$ cat src/rtl/scfb_pkg.sv
// Shared types, constants and CRC helper for the CRC frame builder.
`timescale 1ns / 1ps

package scfb_pkg;

   localparam logic FUNC_START = 1'b0;
   localparam logic FUNC_DATA  = 1'b1;

   localparam logic [1:0] CSR_CRC_SEED   = 2'd0;
   localparam logic [1:0] CSR_MIN_LENGTH = 2'd1;
   localparam logic [1:0] CSR_MAX_LENGTH = 2'd2;

   localparam logic [15:0] CRC_POLY      = 16'h1021;
   localparam logic [7:0]  PREAMBLE_BYTE = 8'hAA;
   localparam logic [7:0]  SYNC_HI_BYTE  = 8'h93;
   localparam logic [7:0]  SYNC_LO_BYTE  = 8'hC7;
   localparam logic [7:0]  ZERO_BYTE     = 8'h00;
   localparam logic [7:0]  FILL_BYTE     = 8'hFF;
   localparam logic [7:0]  MARK_BYTE     = 8'hFE;

   typedef struct packed {
      logic       func;
      logic [7:0] frame_length;
      logic [7:0] frame_type;
      logic [7:0] sequence_number;
      logic [7:0] data_byte;
   } req_type;

   typedef struct packed {
      logic [7:0] wire_byte;
      logic       status;
      logic       frame_end;
   } rsp_type;

   typedef enum logic [1:0] {
      CMD_REJECT,
      CMD_START,
      CMD_DATA
   } cmd_kind_type;

   typedef struct packed {
      cmd_kind_type kind;
      logic         last;
      logic [7:0]   value;
      logic [7:0]   frame_type;
      logic [7:0]   sequence_number;
   } cmd_type;

   function automatic logic [15:0] crc_step(input logic [15:0] crc, input logic [7:0] b);
      logic [15:0] c;
      c = crc ^ {b, 8'h00};
      for (int i = 0; i < 8; i++) begin
         c = c[15] ? ({c[14:0], 1'b0} ^ CRC_POLY) : {c[14:0], 1'b0};
      end
      return c;
   endfunction

endpackage

$ cat src/rtl/scfb_front.sv
// Front end: accepts requests, tracks the open frame and issues commands.
`timescale 1ns / 1ps

module scfb_front
   import scfb_pkg::*;
(
   input  logic    clock,
   input  logic    reset,
   input  logic    req_valid,
   output logic    req_stall,
   input  req_type req_data,
   input  logic [7:0] min_length,
   input  logic [7:0] max_length,
   input  logic    q_full,
   output logic    q_push,
   output cmd_type q_cmd
);

   logic       in_frame_ff, in_frame_in;
   logic [7:0] left_ff, left_in;
   logic       accept;
   logic       bad_length;

   assign req_stall  = q_full;
   assign accept     = req_valid && !q_full;
   assign bad_length = (req_data.frame_length < min_length) ||
                       (req_data.frame_length > max_length);

   always_comb begin
      q_push                = 1'b0;
      q_cmd.kind            = CMD_DATA;
      q_cmd.last            = 1'b0;
      q_cmd.value           = req_data.data_byte;
      q_cmd.frame_type      = req_data.frame_type;
      q_cmd.sequence_number = req_data.sequence_number;
      in_frame_in           = in_frame_ff;
      left_in               = left_ff;
      if (accept) begin
         if (req_data.func == FUNC_START) begin
            q_push      = 1'b1;
            q_cmd.kind  = bad_length ? CMD_REJECT : CMD_START;
            q_cmd.last  = (req_data.frame_length == 8'd0);
            q_cmd.value = req_data.frame_length;
            in_frame_in = !bad_length && (req_data.frame_length != 8'd0);
            left_in     = bad_length ? 8'd0 : req_data.frame_length;
         end else if (in_frame_ff) begin
            q_push      = 1'b1;
            q_cmd.kind  = CMD_DATA;
            q_cmd.last  = (left_ff == 8'd1);
            left_in     = left_ff - 8'd1;
            in_frame_in = (left_ff != 8'd1);
         end
      end
   end

   always_ff @(posedge clock) begin
      if (reset) begin
         in_frame_ff <= 1'b0;
         left_ff     <= 8'd0;
      end else begin
         in_frame_ff <= in_frame_in;
         left_ff     <= left_in;
      end
   end

`ifndef SYNTHESIS
   a_open_frame_has_bytes: assert property (@(posedge clock) disable iff (reset)
      in_frame_ff |-> (left_ff != 8'd0))
      else $error("open frame with no payload bytes left");
`endif

endmodule

$ cat src/rtl/scfb_fifo.sv
// Command queue between the front end and the byte sequencer.
`timescale 1ns / 1ps

module scfb_fifo
   import scfb_pkg::*;
#(
   parameter int DEPTH = 2
)
(
   input  logic    clock,
   input  logic    reset,
   input  logic    push,
   input  cmd_type push_cmd,
   output logic    full,
   input  logic    pop,
   output logic    pop_valid,
   output cmd_type pop_cmd
);

   localparam int AW = (DEPTH > 1) ? $clog2(DEPTH) : 1;
   localparam int CW = $clog2(DEPTH + 1);

   cmd_type         mem_ff [DEPTH];
   logic [AW-1:0]   wr_ptr_ff, rd_ptr_ff;
   logic [CW-1:0]   count_ff;

   assign full      = (count_ff == CW'(DEPTH));
   assign pop_valid = (count_ff != '0);
   assign pop_cmd   = mem_ff[rd_ptr_ff];

   always_ff @(posedge clock) begin
      if (push) begin
         mem_ff[wr_ptr_ff] <= push_cmd;
      end
   end

   always_ff @(posedge clock) begin
      if (reset) begin
         wr_ptr_ff <= '0;
         rd_ptr_ff <= '0;
         count_ff  <= '0;
      end else begin
         if (push) begin
            wr_ptr_ff <= (wr_ptr_ff == AW'(DEPTH - 1)) ? '0 : wr_ptr_ff + AW'(1);
         end
         if (pop) begin
            rd_ptr_ff <= (rd_ptr_ff == AW'(DEPTH - 1)) ? '0 : rd_ptr_ff + AW'(1);
         end
         if (push && !pop) begin
            count_ff <= count_ff + CW'(1);
         end else if (pop && !push) begin
            count_ff <= count_ff - CW'(1);
         end
      end
   end

`ifndef SYNTHESIS
   a_count_bound: assert property (@(posedge clock) disable iff (reset)
      count_ff <= CW'(DEPTH))
      else $error("queue count above depth");
   a_no_push_full: assert property (@(posedge clock) disable iff (reset)
      push |-> !full)
      else $error("push into full queue");
   a_no_pop_empty: assert property (@(posedge clock) disable iff (reset)
      pop |-> pop_valid)
      else $error("pop from empty queue");
`endif

endmodule

$ cat src/rtl/scfb_back.sv
// Byte sequencer: expands commands into frame bytes with CRC, padding and postamble.
`timescale 1ns / 1ps

module scfb_back
   import scfb_pkg::*;
(
   input  logic        clock,
   input  logic        reset,
   input  logic [15:0] crc_seed,
   input  logic        q_valid,
   input  cmd_type     q_cmd,
   output logic        q_pop,
   output logic        rsp_valid,
   input  logic        rsp_stall,
   output rsp_type     rsp_data
);

   typedef enum logic [1:0] {
      S_IDLE,
      S_HEAD,
      S_TRAIL
   } state_type;

   localparam logic [3:0] STEP_PREAMBLE = 4'd1;
   localparam logic [3:0] STEP_SYNC_HI  = 4'd2;
   localparam logic [3:0] STEP_SYNC_LO  = 4'd3;
   localparam logic [3:0] STEP_LEN      = 4'd4;
   localparam logic [3:0] STEP_TYPE     = 4'd5;
   localparam logic [3:0] STEP_SEQ      = 4'd6;
   localparam logic [3:0] STEP_HEAD_END = 4'd7;
   localparam logic [3:0] STEP_CRC_HI   = 4'd0;
   localparam logic [3:0] STEP_CRC_LO   = 4'd1;

   state_type   state_ff, state_in;
   logic [3:0]  cnt_ff, cnt_in;
   logic [15:0] crc_ff, crc_in, crc_base;
   logic        par_ff, par_in, par_base;
   logic [7:0]  len_ff, len_in;
   logic [7:0]  typ_ff, typ_in;
   logic [7:0]  seq_ff, seq_in;
   logic        last_ff, last_in;
   logic [1:0]  lb_ff, lb_in;
   logic        rsp_valid_ff;
   rsp_type     rsp_data_ff;

   logic        advance, emit, feed, counted;
   rsp_type     out_item;
   logic [2:0]  pad_count;
   logic [3:0]  mark_step, end_step;

   assign advance   = !rsp_valid_ff || !rsp_stall;
   assign pad_count = 3'd4 - {1'b0, 2'(lb_ff + 2'd2)};
   assign mark_step = 4'd1 + {1'b0, pad_count};
   assign end_step  = 4'd5 + {1'b0, pad_count};

   always_comb begin
      emit      = 1'b0;
      feed      = 1'b0;
      counted   = 1'b0;
      q_pop     = 1'b0;
      out_item  = '{wire_byte: ZERO_BYTE, status: 1'b0, frame_end: 1'b0};
      state_in  = state_ff;
      cnt_in    = cnt_ff;
      crc_base  = crc_ff;
      par_base  = par_ff;
      len_in    = len_ff;
      typ_in    = typ_ff;
      seq_in    = seq_ff;
      last_in   = last_ff;
      lb_in     = lb_ff;
      unique case (state_ff)
         S_IDLE: begin
            if (q_valid) begin
               emit  = 1'b1;
               q_pop = advance;
               unique case (q_cmd.kind)
                  CMD_REJECT: begin
                     out_item.status    = 1'b1;
                     out_item.frame_end = 1'b1;
                  end
                  CMD_START: begin
                     out_item.wire_byte = PREAMBLE_BYTE;
                     counted  = 1'b1;
                     par_base = 1'b0;
                     crc_base = crc_seed;
                     len_in   = q_cmd.value;
                     typ_in   = q_cmd.frame_type;
                     seq_in   = q_cmd.sequence_number;
                     last_in  = q_cmd.last;
                     lb_in    = q_cmd.value[1:0];
                     state_in = S_HEAD;
                     cnt_in   = STEP_PREAMBLE;
                  end
                  CMD_DATA: begin
                     out_item.wire_byte = q_cmd.value;
                     feed    = 1'b1;
                     counted = 1'b1;
                     if (q_cmd.last) begin
                        state_in = S_TRAIL;
                        cnt_in   = STEP_CRC_HI;
                     end
                  end
                  default: ;
               endcase
            end
         end
         S_HEAD: begin
            emit    = 1'b1;
            counted = 1'b1;
            cnt_in  = cnt_ff + 4'd1;
            case (cnt_ff)
               STEP_PREAMBLE: out_item.wire_byte = PREAMBLE_BYTE;
               STEP_SYNC_HI:  out_item.wire_byte = SYNC_HI_BYTE;
               STEP_SYNC_LO:  out_item.wire_byte = SYNC_LO_BYTE;
               STEP_LEN:      out_item.wire_byte = len_ff;
               STEP_TYPE:     out_item.wire_byte = typ_ff;
               STEP_SEQ:      out_item.wire_byte = seq_ff;
               default:       out_item.wire_byte = ZERO_BYTE;
            endcase
            feed = (cnt_ff >= STEP_LEN);
            if (cnt_ff == STEP_HEAD_END) begin
               state_in = last_ff ? S_TRAIL : S_IDLE;
               cnt_in   = STEP_CRC_HI;
            end
         end
         S_TRAIL: begin
            emit   = 1'b1;
            cnt_in = cnt_ff + 4'd1;
            if (cnt_ff == STEP_CRC_HI) begin
               out_item.wire_byte = crc_ff[15:8];
               counted = 1'b1;
            end else if (cnt_ff == STEP_CRC_LO) begin
               out_item.wire_byte = crc_ff[7:0];
               counted = 1'b1;
            end else if (cnt_ff == mark_step) begin
               out_item.wire_byte = par_ff ? MARK_BYTE : FILL_BYTE;
            end else begin
               out_item.wire_byte = FILL_BYTE;
            end
            if (cnt_ff == end_step) begin
               out_item.frame_end = 1'b1;
               state_in = S_IDLE;
               cnt_in   = 4'd0;
            end
         end
         default: ;
      endcase
      crc_in = feed ? crc_step(crc_base, out_item.wire_byte) : crc_base;
      par_in = counted ? (par_base ^ (^out_item.wire_byte)) : par_base;
   end

   always_ff @(posedge clock) begin
      if (reset) begin
         state_ff     <= S_IDLE;
         cnt_ff       <= 4'd0;
         rsp_valid_ff <= 1'b0;
         crc_ff       <= 16'd0;
         par_ff       <= 1'b0;
         last_ff      <= 1'b0;
         lb_ff        <= 2'd0;
      end else if (advance) begin
         rsp_valid_ff <= emit;
         if (emit) begin
            rsp_data_ff <= out_item;
            state_ff    <= state_in;
            cnt_ff      <= cnt_in;
            crc_ff      <= crc_in;
            par_ff      <= par_in;
            len_ff      <= len_in;
            typ_ff      <= typ_in;
            seq_ff      <= seq_in;
            last_ff     <= last_in;
            lb_ff       <= lb_in;
         end
      end
   end

   assign rsp_valid = rsp_valid_ff;
   assign rsp_data  = rsp_data_ff;

`ifndef SYNTHESIS
   a_reject_shape: assert property (@(posedge clock) disable iff (reset)
      (rsp_valid_ff && rsp_data_ff.status) |->
         (rsp_data_ff.frame_end && rsp_data_ff.wire_byte == ZERO_BYTE))
      else $error("reject result malformed");
   a_head_step: assert property (@(posedge clock) disable iff (reset)
      (state_ff == S_HEAD) |-> (cnt_ff >= STEP_PREAMBLE && cnt_ff <= STEP_HEAD_END))
      else $error("header step out of range");
`endif

endmodule

$ cat src/rtl/sync_crc_frame_builder.sv
// Usage notes:
// Request channel (req_valid, req_stall, req_data) takes start requests
// (func 0: length, type, sequence) and payload requests (func 1: one byte).
// Result channel (rsp_valid, rsp_stall, rsp_data) delivers one frame byte per
// transfer: preamble AA AA, sync 93 C7, header LEN TYPE SEQ 00, payload,
// CRC16 high then low, 1 to 4 padding bytes, four FF postamble bytes.
// A start with a length outside [min_length, max_length] gives one reject
// result (byte 0, status 1, frame_end 1). Payload outside a frame is dropped.
// The first result of a request passes through the command queue and the
// output register. A start request expands to 8 bytes and the last payload
// request to up to 10 more, one byte per cycle out of the sequencer unless
// rsp_stall holds it. The command queue (QUEUE_DEPTH entries) absorbs requests
// while these bursts go out; req_stall is high only while the queue is full.
// rsp_stall freezes the output register and sequencer; requests continue
// to be taken until the queue fills. Synchronous reset empties the queue,
// drops any open frame and loads the register defaults: crc_seed FFFF,
// min_length 1, max_length 128. Write registers only while the block is idle.
`timescale 1ns / 1ps

module sync_crc_frame_builder
   import scfb_pkg::*;
#(
   parameter int QUEUE_DEPTH = 2
)
(
   input  logic        clock,
   input  logic        reset,
   input  logic        req_valid,
   output logic        req_stall,
   input  req_type     req_data,
   output logic        rsp_valid,
   input  logic        rsp_stall,
   output rsp_type     rsp_data,
   input  logic        csr_write_enable,
   input  logic [1:0]  csr_index,
   input  logic [15:0] csr_write_data
);

   logic [15:0] crc_seed_ff;
   logic [7:0]  min_length_ff;
   logic [7:0]  max_length_ff;

   logic    q_full, q_push, q_pop, q_valid;
   cmd_type push_cmd, pop_cmd;

   always_ff @(posedge clock) begin
      if (reset) begin
         crc_seed_ff   <= 16'hFFFF;
         min_length_ff <= 8'd1;
         max_length_ff <= 8'd128;
      end else if (csr_write_enable) begin
         unique case (csr_index)
            CSR_CRC_SEED:   crc_seed_ff   <= csr_write_data;
            CSR_MIN_LENGTH: min_length_ff <= csr_write_data[7:0];
            CSR_MAX_LENGTH: max_length_ff <= csr_write_data[7:0];
            default: ;
         endcase
      end
   end

   scfb_front u_front (
      .clock      (clock),
      .reset      (reset),
      .req_valid  (req_valid),
      .req_stall  (req_stall),
      .req_data   (req_data),
      .min_length (min_length_ff),
      .max_length (max_length_ff),
      .q_full     (q_full),
      .q_push     (q_push),
      .q_cmd      (push_cmd)
   );

   scfb_fifo #(
      .DEPTH (QUEUE_DEPTH)
   ) u_fifo (
      .clock     (clock),
      .reset     (reset),
      .push      (q_push),
      .push_cmd  (push_cmd),
      .full      (q_full),
      .pop       (q_pop),
      .pop_valid (q_valid),
      .pop_cmd   (pop_cmd)
   );

   scfb_back u_back (
      .clock     (clock),
      .reset     (reset),
      .crc_seed  (crc_seed_ff),
      .q_valid   (q_valid),
      .q_cmd     (pop_cmd),
      .q_pop     (q_pop),
      .rsp_valid (rsp_valid),
      .rsp_stall (rsp_stall),
      .rsp_data  (rsp_data)
   );

endmodule

$ cat config.mk
export PLATFORM = sky130hd
export DESIGN_NAME = sync_crc_frame_builder
export DESIGN_NICKNAME = d
export VERILOG_FILES = /design/src/rtl/scfb_pkg.sv /design/src/rtl/scfb_front.sv /design/src/rtl/scfb_fifo.sv /design/src/rtl/scfb_back.sv /design/src/rtl/sync_crc_frame_builder.sv
export SDC_FILE = /design/constraint.sdc
export NUM_CORES = 1
export LEC_CHECK = 0
export BUFFER_PORTS_ARGS = -buffer_cell sky130_fd_sc_hd__buf_2
export CORE_UTILIZATION = 50
export DETAILED_ROUTE_END_ITERATION = 12
export HOLD_SLACK_MARGIN = 0.02
export PLACE_DENSITY = 0.71
export REMOVE_ABC_BUFFERS = 1
export SYNTH_ARGS = -nofsm -noshare
export SYNTH_HDL_FRONTEND = slang
export SYNTH_SLANG_ARGS = --single-unit
$ cat constraint.sdc
create_clock -name clock -period 3.55 [get_ports clock]
set_input_delay 0.71 -clock clock [delete_from_list [all_inputs] [get_ports clock]]
set_output_delay 0.71 -clock clock [all_outputs]
set_load 0.01 [all_outputs]
## After elaboration in Yosys (flattened, before gate mapping)

Memories as Yosys holds them, arrays and structs flattened. A register that Yosys moved wholly into a read port is not among the register bits.
Index checks and enable logic that the tools add are counted.

| word-level totals | value |
|---|---|
| bits in registers | 106 |
| RAM bits | 54 |
| input bits | 56 |
| output and inout port bits | 12 |
| memories kept | 1 |

Memory list:

| memory | words | width | rd ports | clocked after memory_dff | wr ports | line | RTL |
|---|---|---|---|---|---|---|---|
| u_fifo.mem_ff | 2 | 27 | 1 | 1 | 1 | scfb_fifo.sv:23 | `cmd_type mem_ff [DEPTH];` |

| cells by class | value |
|---|---|
| add/sub/neg operators | 10 |
| order comparisons | 3 |
| eq/ne operators | 24 |
| multiplexer cells | 73 |
| bitwise logic cells | 11 |
| reductions and logical operators | 35 |

Operator list:

| cell | number |
|---|---|
| $mux W13 | 8 |
| $mux W16 | 4 |
| $mux W8 | 7 |
| $pmux W8 S6 | 1 |
| $mux W1 | 28 |
| $not A3 Y3 | 8 |
| $pmux W8 S3 | 1 |
| $eq A4 B3 Y1 const B | 4 |
| $mux W2 | 8 |
| $mux W4 | 4 |
| $pmux W8 S2 | 1 |
| $xor A16 B16 Y16 | 1 |
| $pmux W4 S3 | 1 |
| $reduce_and A2 Y1 | 6 |
| $reduce_and A6 Y1 | 2 |
| $mux W11 | 1 |
| $mux W10 | 1 |
| $eq A2 B2 Y1 const B | 4 |
| $eq A4 B2 Y1 const B | 2 |
| $eq A4 B4 Y1 | 2 |
| $eq A8 B1 Y1 const B | 1 |
| $gt A8 B8 Y1 | 1 |
| $logic_not A8 Y1 | 1 |
| $lt A8 B8 Y1 | 1 |
| 38 further kinds | 58 |

## Longest topological paths before layout

| depth | value |
|---|---|
| depth after elaboration | 26 |
| depth in mapped cells | 15 |

## By module

From an unflattened synthesis, not the netlist that was laid out.

| unflattened totals | value |
|---|---|
| cell total of the unflattened synthesis | 787 |
| area total of the unflattened synthesis | 8454.4 um^2 |

Modules (own cells, without submodules):

| module | times used | cells an instance | area each (um^2) | seq. area each (um^2) |
|---|---|---|---|---|
| scfb_back | 1 | 390 | 3683.5 | 1561.5 |
| scfb_fifo | 1 | 106 | 2163.3 | 1721.7 |
| sync_crc_frame_builder | 1 | 133 | 1332.5 | 640.6 |
| scfb_front | 1 | 158 | 1275.0 | 180.2 |

## Least setup slack after synthesis

OpenSTA, ideal clock, no wires.

| timing path | value |
|---|---|
| path kind | register to register |
| from | register (tool-made name) |
| to | register u_back.len_ff[0] (enable) |
| setup time | 0.405 ns |
| arrival | 3.421 ns |
| path slack | -0.276 ns |
| cell stages (with the launch flop) | 10 |
| path buffers | 5 |
| clock period less this slack | 3.826 ns |
| cell sequence | dfxtp_1 -> buf_6 -> clkbuf_1 -> buf_1 -> mux2i_1 -> ha_1 -> nand2_1 -> buf_2 -> buf_1 -> nor2_1 |

RTL lines:

| element | line | RTL |
|---|---|---|
| end signal, assigned | scfb_back.sv:169 | `len_ff <= len_in;` |
| end, declared | scfb_back.sv:38 | `logic [7:0] len_ff, len_in;` |

==> run metrics <==
Power Internal=4.43 mW; Syn Area/Cell=10.7 um^2; part of the cycle the worst path needs=91.0%; Max Clk Rate=310 MHz; worst-path cell chain=inv_1 > ha_1 > buf_4 > nand2_1 > a311oi_4 > buf_4 > buf_4 > nand2_2 > a21oi_2 > xnor2_2 > xnor2_2 > xnor2_1 > a222oi_1 > nor2_1; total power=6.96 mW; CP max FO=22; initial antenna violation count=0; worst-case vdd ir drop=476 uV; Mapped Cells=approximately 760; TritonCTS Buffers=17; synth top area cells=edfxtp_1, dfxtp_1, mux2i_1, ha_1, nand2_1; CTS H-Tree Depth=4; Port Buffers=67; Starting Density=51.1%; share of cells above drive strength 1=20.3%; Req. time, crit path=~3.8 ns; Worst Hold Class=flop to flop; Vias=5980; Clock transition at path regs=0.06 ns; CP peak stage delay=~0.37 ns; drt first pass iters=5; Final ANT Viol Nets=0; GRT Util Overall=23.8%; average routed wire per standard cell=18.0 um; max-cap viol count=0; FP Rows=46; Post-Place Setup Slack=-0.107 ns; clock power share=about a quarter; First DRT Iteration DRCs=between 300 and 400; DIE WIDTH=129 um; CTS sink count=roughly 160; # DRC=0; CP delay by family, top=compound AO/OA/AOI/OAI gates; Crit-path slowest cell=dfxtp_1; worst slew pin tran=0.920 ns; outcome=complete, no violations; YS warnings=0; final WL=19000 um; Worst Skew=0.00962 ns; Layout area overhead=14.6%; Logic pwr share=between 30 and 40%; Crit path top cell by count=buf_4; Final Hold Fails=0; Final Critical Period=between 3 and 4 ns; Clk Latency, worst-skew pair=0.43 ns; vias per cell=5.67; post-layout net count=913; grt ovf=0; fin cells=1054; Critical Path Sink Type=flop; Setup violations, final=0; first-pass GRT wire length=29900 um; dominant synthesized flop cell=edfxtp_1; num ports=68; die footprint=16700 um^2; root buffer cell=clkbuf_16; Max clock buf depth=2; Slew Limit Fails=0; RSZ-0062 raised after global routing=no; Post-Syn Area=about 8100 um^2; count leader, synth=edfxtp_1; LEAKAGE=between 3 and 4 nW; most frequent cells after synthesis=edfxtp_1, nand2_1, dfxtp_1; Diodes inserted=0; startpoint types=flop; Die Y=129 um; Cell Pwr Density=748 nW/um^2; #FFs+latches synth=roughly 160; Rel. slew slack=between 30% and 40%; Synth area leader=edfxtp_1; Setup WS post-layout=0.320 ns; Unique masters post-synth=71; post-DP HPWL=13800 um; arrival time at the worst endpoint=between 3 and 4 ns; sequential area share after synthesis=about half; number of enable flip-flop cells after synthesis=88; CORE AREA=15900 um^2; area share of the largest cell type after synthesis=around 33%; Switching Share=36.4%; vias in the first global route=5759; Final GP Congestion=0.884; async set-or-reset flop fraction in the synthesized netlist=0%; CTS tree=built; Sw Pwr=2.53 mW; largest net degree at the start of global routing=53; DP Cell Count=about 1.0k; Worst Path Buf+Inv=4; Flop pwr share=34.8%; WS Path Type=flop to flop; TNS Setup=0 ns
-- layer usage --
layer	vias to the layer above	global-route usage, %	wire length (um)
met3	35	4.79	871
met2	165	38.2	8950
met5	-	0	0
met1	2921	31.5	8660
met4	0	10.2	497
li1	2859	-	-
-- state kept, by name (all words and copies together) (netlist names), named ones only --
signal,cells
crc_seed_ff,16
max_length_ff,8
min_length_ff,8
u_back.cnt_ff,4
u_back.crc_ff,16
u_back.last_ff,1
u_back.lb_ff,2
u_back.len_ff,8
u_back.par_ff,1
u_back.rsp_data,10
u_back.rsp_valid,1
u_back.seq_ff,8
u_back.state_ff,2
u_back.typ_ff,8
u_fifo.count_ff,2
u_fifo.mem_ff,54
u_fifo.rd_ptr_ff,1
u_fifo.wr_ptr_ff,1
u_front.in_frame_ff,1
u_front.left_ff,8
-- layout make-up --
cell class                      instances  area, um^2
Clock inverter                         15         155
Inverter                               38         143
Tap cell                              216         270
Timing Repair Buffer                   89         500
Fill cell                            1365        6590
Clock buffer                           17         425
Sequential cell                       161        4100
Multi-Input combinational cell        518        3700
-- kinds of logic after synthesis --
logic type	synth area share, %
xor gates and xnor gates	5.12
adders and majority gates	4.94
DFF	50.6
muxes	9.24
buffers and inverters	4.01
and+or+nand+nor	13.4
AOI/OAI and AO/OA	12.7
-- metrics by stage --
stage               hold WS [ns]  util (%)  cell area (um^2)
floorplan                  0.422         -              7930
global placement           0.433      54.7              8690
detailed placement         0.451      54.7              8690
CTS                        0.452      58.3              9270
global route               0.461      58.5              9300
finish                     0.453      58.5              9300
-- timing repair --
item | 4_1_cts | 5_1_grt
gates resized for setup | 0 | 0
setup endpoints to repair | 0 | 2
setup buffers | 0 | 3
hold buffers | 0 | 0
-- final timing paths --
kind / end / slack [ns] / depth (start not counted) / from
max: u_back.crc_ff[15] / 0.32 / 14 / u_back.cnt_ff[0]
min: u_back.crc_ff[8] / 0.45 / 2 / u_back.crc_ff[8]
max reg2reg: u_back.crc_ff[15] / 0.32 / 14 / u_back.cnt_ff[0]
min reg2reg: u_back.crc_ff[8] / 0.45 / 2 / u_back.crc_ff[8]
-- power groups by stage --
stage | registers (mW) | logic [mW] | clock network [mW]
after floorplan | 2.48 | 1.87 | 0
after global placement | 2.45 | 2.65 | 0
final | 2.42 | 2.73 | 1.80
after CTS | 2.42 | 2.70 | 1.82
after detailed placement | 2.46 | 2.68 | 0
after global routing | 2.45 | 2.97 | 1.90
-- cell usage in the layout, fill, tap and decap left out, types with 5 or more instances in the layout --
master     count
edfxtp_1      88
a31oi_1        6
ha_1          32
a21oi_1       34
nand2b_1       9
mux2i_1       49
buf_4         22
inv_6          5
nand3_1       12
a211oi_1      12
nor4_1         5
a21o_1         7
nor3b_1        8
xnor2_2        6
xor2_1        14
xnor2_1       17
nand2_1       78
nand3b_1       6
o21ai_0       35
nor3_1        11
inv_1         38
clkbuf_16     17
mux2_2        22
a22oi_1       10
nor2b_1       10
nor2_1        56
buf_2         67
dfxtp_1       73
a22o_1         6
-- worst reg2reg max path, stage by stage (launching register included) --
cell and delay, ns:
dfxtp_1 0.37, inv_1 0.13, ha_1 0.15, buf_4 0.26, nand2_1 0.14, a311oi_4 0.32, buf_4 0.20, buf_4 0.12
nand2_2 0.06, a21oi_2 0.34, xnor2_2 0.20, xnor2_2 0.32, xnor2_1 0.13, a222oi_1 0.30, nor2_1 0.06
(Power assumes the default switching activity.)
